===== src/sv/rpbt_pkg.sv =====
// shared constants, types and register codes for the raster to page byte transpose unit
package rpbt_pkg;

    localparam int MAX_LINE_BYTES = 128;
    localparam int LS_AW          = $clog2(MAX_LINE_BYTES);
    localparam int ROWS_KEPT      = 7;
    localparam int LS_DW          = ROWS_KEPT * 8;
    localparam int MAX_WIDTH_PX   = MAX_LINE_BYTES * 8;
    localparam int WIDTH_W        = 11;
    localparam int POS_W          = 11;
    localparam int BPL_W          = $clog2(MAX_LINE_BYTES + 1);
    localparam int ROWLEN_W       = BPL_W + 1;

    localparam logic [2:0]         ROW_LAST      = 3'd7;
    localparam logic [WIDTH_W-1:0] WIDTH_RESET   = WIDTH_W'(128);
    localparam logic [WIDTH_W-1:0] WIDTH_MAX     = WIDTH_W'(MAX_WIDTH_PX);
    localparam logic [7:0]         INVERT_MASK   = 8'hff;

    typedef enum logic [1:0] {
        CFG_WIDTH_PIXELS  = 2'd0,
        CFG_PADDING_BYTES = 2'd1,
        CFG_INVERT        = 2'd2,
        CFG_BOTTOM_FIRST  = 2'd3
    } cfg_idx_t;

    // one eighth-row byte waiting for its line store read
    typedef struct packed {
        logic [7:0] last_row;
        logic [2:0] cnt_m1;
        logic       band_end;
    } blk_t;

endpackage


===== src/sv/rpbt_col_emit.sv =====
// column emitter: transposes one band byte column block and sends its column words
module rpbt_col_emit (
    input  logic                       aclk,
    input  logic                       aresetn,
    input  logic                       blk_valid,
    input  rpbt_pkg::blk_t             blk,
    input  logic [rpbt_pkg::LS_DW-1:0] held,
    input  logic                       invert,
    input  logic                       bottom_first,
    output logic                       blk_ready,
    output logic                       m_valid,
    input  logic                       m_ready,
    output logic [7:0]                 m_column_byte,
    output logic                       m_band_end,
    output logic                       m_group_last
);

    logic        valid_reg, valid_next;
    logic [63:0] cols_reg, cols_next;
    logic [2:0]  left_reg, left_next;
    logic        band_end_reg, band_end_next;
    logic [63:0] cols_t;
    logic [7:0]  row_byte;
    logic        last_word;
    logic        load;

    // column b of the block lands in bits 8b..8b+7
    always_comb begin
        cols_t = '0;
        for (int k = 0; k < 8; k++) begin
            row_byte = (k < rpbt_pkg::ROWS_KEPT) ? held[8*k +: 8] : blk.last_row;
            for (int b = 0; b < 8; b++) begin
                if (bottom_first) begin
                    cols_t[8*b + 7 - k] = row_byte[7-b];
                end else begin
                    cols_t[8*b + k] = row_byte[7-b];
                end
            end
        end
        if (invert) begin
            cols_t = cols_t ^ {8{rpbt_pkg::INVERT_MASK}};
        end
    end

    assign last_word = (left_reg == 3'd0);
    assign blk_ready = !valid_reg || (m_ready && last_word);
    assign load      = blk_valid && blk_ready;

    always_comb begin
        valid_next    = valid_reg;
        cols_next     = cols_reg;
        left_next     = left_reg;
        band_end_next = band_end_reg;
        if (load) begin
            valid_next    = 1'b1;
            cols_next     = cols_t;
            left_next     = blk.cnt_m1;
            band_end_next = blk.band_end;
        end else if (valid_reg && m_ready) begin
            if (last_word) begin
                valid_next = 1'b0;
            end else begin
                cols_next = {8'h00, cols_reg[63:8]};
                left_next = left_reg - 3'd1;
            end
        end
    end

    always_ff @(posedge aclk) begin
        if (!aresetn) begin
            valid_reg <= 1'b0;
            left_reg  <= 3'd0;
        end else begin
            valid_reg <= valid_next;
            left_reg  <= left_next;
        end
    end

    always_ff @(posedge aclk) begin
        cols_reg     <= cols_next;
        band_end_reg <= band_end_next;
    end

    assign m_valid       = valid_reg;
    assign m_column_byte = cols_reg[7:0];
    assign m_group_last  = last_word;
    assign m_band_end    = last_word && band_end_reg;

`ifndef SYNTHESIS
    a_band_end_closes_group: assert property (@(posedge aclk) disable iff (!aresetn)
        m_valid && m_band_end |-> m_group_last)
        else $error("band end word is not the last of its group");

    a_group_continues: assert property (@(posedge aclk) disable iff (!aresetn)
        m_valid && m_ready && !m_group_last |=> m_valid)
        else $error("column group broken off before its last word");

    a_load_only_when_drained: assert property (@(posedge aclk) disable iff (!aresetn)
        load && valid_reg |-> m_ready && left_reg == 3'd0)
        else $error("new block loaded over undelivered columns");
`endif

endmodule

===== config.mk =====
export PLATFORM = sky130hd
export DESIGN_NAME = rpbt_col_emit
export DESIGN_NICKNAME = d
export VERILOG_FILES = /design/src/sv/rpbt_pkg.sv /design/src/sv/rpbt_col_emit.sv
export SDC_FILE = /design/constraint.sdc
export NUM_CORES = 1
export LEC_CHECK = 0
export BUFFER_PORTS_ARGS = -buffer_cell sky130_fd_sc_hd__buf_2
export CAP_MARGIN = 10
export CORE_MARGIN = 1.5
export CORE_UTILIZATION = 60
export CTS_CLUSTER_SIZE = 14
export DETAILED_ROUTE_END_ITERATION = 7
export PLACE_DENSITY = 0.86
export SETUP_SLACK_MARGIN = 0.02
export SLEW_MARGIN = 15
export SYNTH_ARGS = -nofsm -noshare
export SYNTH_HDL_FRONTEND = slang
export SYNTH_SLANG_ARGS = --single-unit

===== constraint.sdc =====
create_clock -name aclk -period 10.3 [get_ports aclk]
set_clock_uncertainty 0.05 [all_clocks]
set_input_delay 3.09 -clock aclk [delete_from_list [all_inputs] [get_ports aclk]]
set_output_delay 3.09 -clock aclk [all_outputs]
set_load 0.02 [all_outputs]

==> flow_metrics.tcl <==
set metrics [dict create \
    status "complete, no violations" \
    rows 31 \
    path_cells "buf_2 -> inv_1 -> o21ai_4 -> buf_2" \
    p_leak_nw 2.07 \
    synth_area_um2 4400 \
    synthFlopType "edfxtp_1" \
    grt_pass1_vias 2490 \
    cts_root_buf "clkbuf_8" \
    worstRegToRegCells 7 \
    drc 0 \
    hold_path.class "flip-flop to flip-flop" \
    synthTopCellsByCount "65 x edfxtp_1, 64 x mux2i_1, 56 x xnor2_1, 36 x mux2_2, 20 x mux2_4" \
    cp_max_fo 5 \
    die_w_um 88.7 \
    setup_slack_ns 3.44 \
    criticalPathCategory "primary input to primary output" \
    fin_tns_setup_ns 0 \
    worstHoldPathCells 2 \
    drv_cap 0 \
    clock_path_buffers 2 \
    io_buffers 85 \
    power_density_nw_per_um2 162 \
    async_flop_share_pct 0 \
    antenna_left 0 \
    grt_setup_unrepaired "false" \
    path_clk_slew_ns 0.07 \
    largest_register_ffs 64 \
    grt_start_max_net_pins 65 \
    yosys_warnings 0 \
    netlist_instances 322 \
    coreArea_um2 7180 \
    slowest_delay_ns 0.21 \
    routed_wl_um 6940 \
    setup_viol 0 \
    grt_pass1_wl_um 10800 \
    vias 2623 \
    cts_hold_buf 0 \
    timing.final.crit_period_ns 6.86 \
    floorplan.die_area_um2 7860 \
    ys_seq_area_share_pct 46.2 \
    synth_top_area_share_pct 44.3 \
    drtPass1Iterations 4 \
    whs_ns 0.445 \
    fmax_mhz 146 \
    nets 467 \
    slew_violations 0 \
    synth_edf_count 65 \
    multiInputGateArea_um2 2140 \
    seq_area_um2 2030 \
    clkSinkCount 69 \
    post_cts_buffers 0 \
    ios 86 \
    globalplace.congestion 0.703 \
    cts_inserted_buffers 9 \
    synth_top_cell_by_area "edfxtp_1" \
    die_h_um 88.7 \
    n_antenna_cell 0 \
    period_share_pct 66.6 \
    ys_ff_latch 69 \
    ir_worst_vdd_uv 100 \
    fill_cells 531 \
    overflow 0 \
    routed_via_density 5.30 \
    synth_cell_type_count 31 \
    final_hold_viol_count 0 \
    critPathArrivalTime_ns 3.72 \
    yosysMostFrequentCell "edfxtp_1" \
    syn_avg_cell_area_um2 13.7 \
    pre_cts_slack_ns 3.44 \
    dpl.hpwl_um 4390 \
    cp.required_ns 7.16 \
    endpoint_kind "primary output" \
    crit_path_frequent_cell "buf_2" \
    clock_latency_ns 0.34 \
    start_util_pct 61.3 \
    synth_area_leaders "edfxtp_1 44%, mux2i_1 15%, xnor2_1 11%" \
    ctsHtreeMaxLevel 3 \
    cts_tree "yes" \
    grt_antenna_before_repair 0 \
    drive_above_1_share_pct 41.2 \
    track_usage_pct 18.4 \
    first_iter_violations 110 \
    worst_path_max_delay_cell "o21ai_4" \
    wl_per_cell_um 14.0 \
    finalPower_mw 0.813 \
    area_growth_pct 13.8 \
    cp-start-kind "primary input" \
    worst_slew_pin_slew_ns 1.02 \
    slew_headroom_pct 32.3 \
    cts_resized 0 \
    syn-num-nets 398 \
]
-- final cells by class --
class | instances | area share [%]
Sequential cell | 69 | 40.6
Tap cell | 99 | 2.47
Multi-Input combinational cell | 218 | 42.8
Inverter | 7 | 0.575
Clock inverter | 6 | 2.25
Clock buffer | 10 | 2.55
Timing Repair Buffer | 86 | 8.75
-- worst max-delay path: cells and delay by family --
kind | cells | cell delay (ns)
buffers and inverters | 3 | 0.42
AO/OA/AOI/OAI | 1 | 0.21
-- path summary, 6_finish.rpt --
check	slack (ns)	start	endpoint
worst max-delay path	3.44	m_ready	blk_ready
worst min-delay path	0.44	left_reg[0]$_SDFFE_PN0P_	left_reg[0]$_SDFFE_PN0P_
worst max register to register	7.89	left_reg[0]$_SDFFE_PN0P_	cols_reg[55]$_DFFE_PP_
worst min register to register	0.44	left_reg[0]$_SDFFE_PN0P_	left_reg[0]$_SDFFE_PN0P_
-- power breakdown --
group	switching, mW	leakage, nW	internal (mW)
registers	0.0104	0.673	0.360
clock network	0.103	0.120	0.161
logic	0.0838	1.28	0.0943
total	0.197	2.07	0.616
-- per-stage QoR --
stage          instances  utilization, %  instance area [um2]
6_report             495            69.8                 5010
3_5_place_dp         479            66.4                 4770
5_1_grt              495            69.8                 5010
3_3_place_gp         479            66.4                 4770
4_1_cts              495            69.8                 5010
2_1_floorplan        322               -                 4400
-- metal layers --
metal,GRT usage [%],part of all wire (%)
met2,31.5,49
met1,21.8,43
met5,0,0
met3,5.78,6.4
met4,7.10,1.5
-- logic make-up after synthesis --
group / Yosys count / share of synthesized area, %
flops: 69 / 46.2
fa+ha+maj: 2 / 0.568
mux: 120 / 30.6
compound gates: 13 / 2.19
buf+inv: 35 / 5.29
simple gates: 19 / 2.47
xor+xnor: 64 / 12.7
-- cells in the final DEF, fill, tap and decap left out, drive strengths merged --
cell and count:
buf 86, edfxtp 65, mux2i 64, xnor2 56
mux2 56, clkbuf 10, nor2 9, xor2 8
inv 7, a21oi 6, dfxtp 4, bufinv 3
nand2b 3, o21ai 3, clkinv 3, nor2b 2
ha 2, nand2 2, and2 1, a41oi 1
o221a 1, nand4b 1, nand4 1, o2111ai 1
a2111o 1
(Power assumes the default switching activity.)
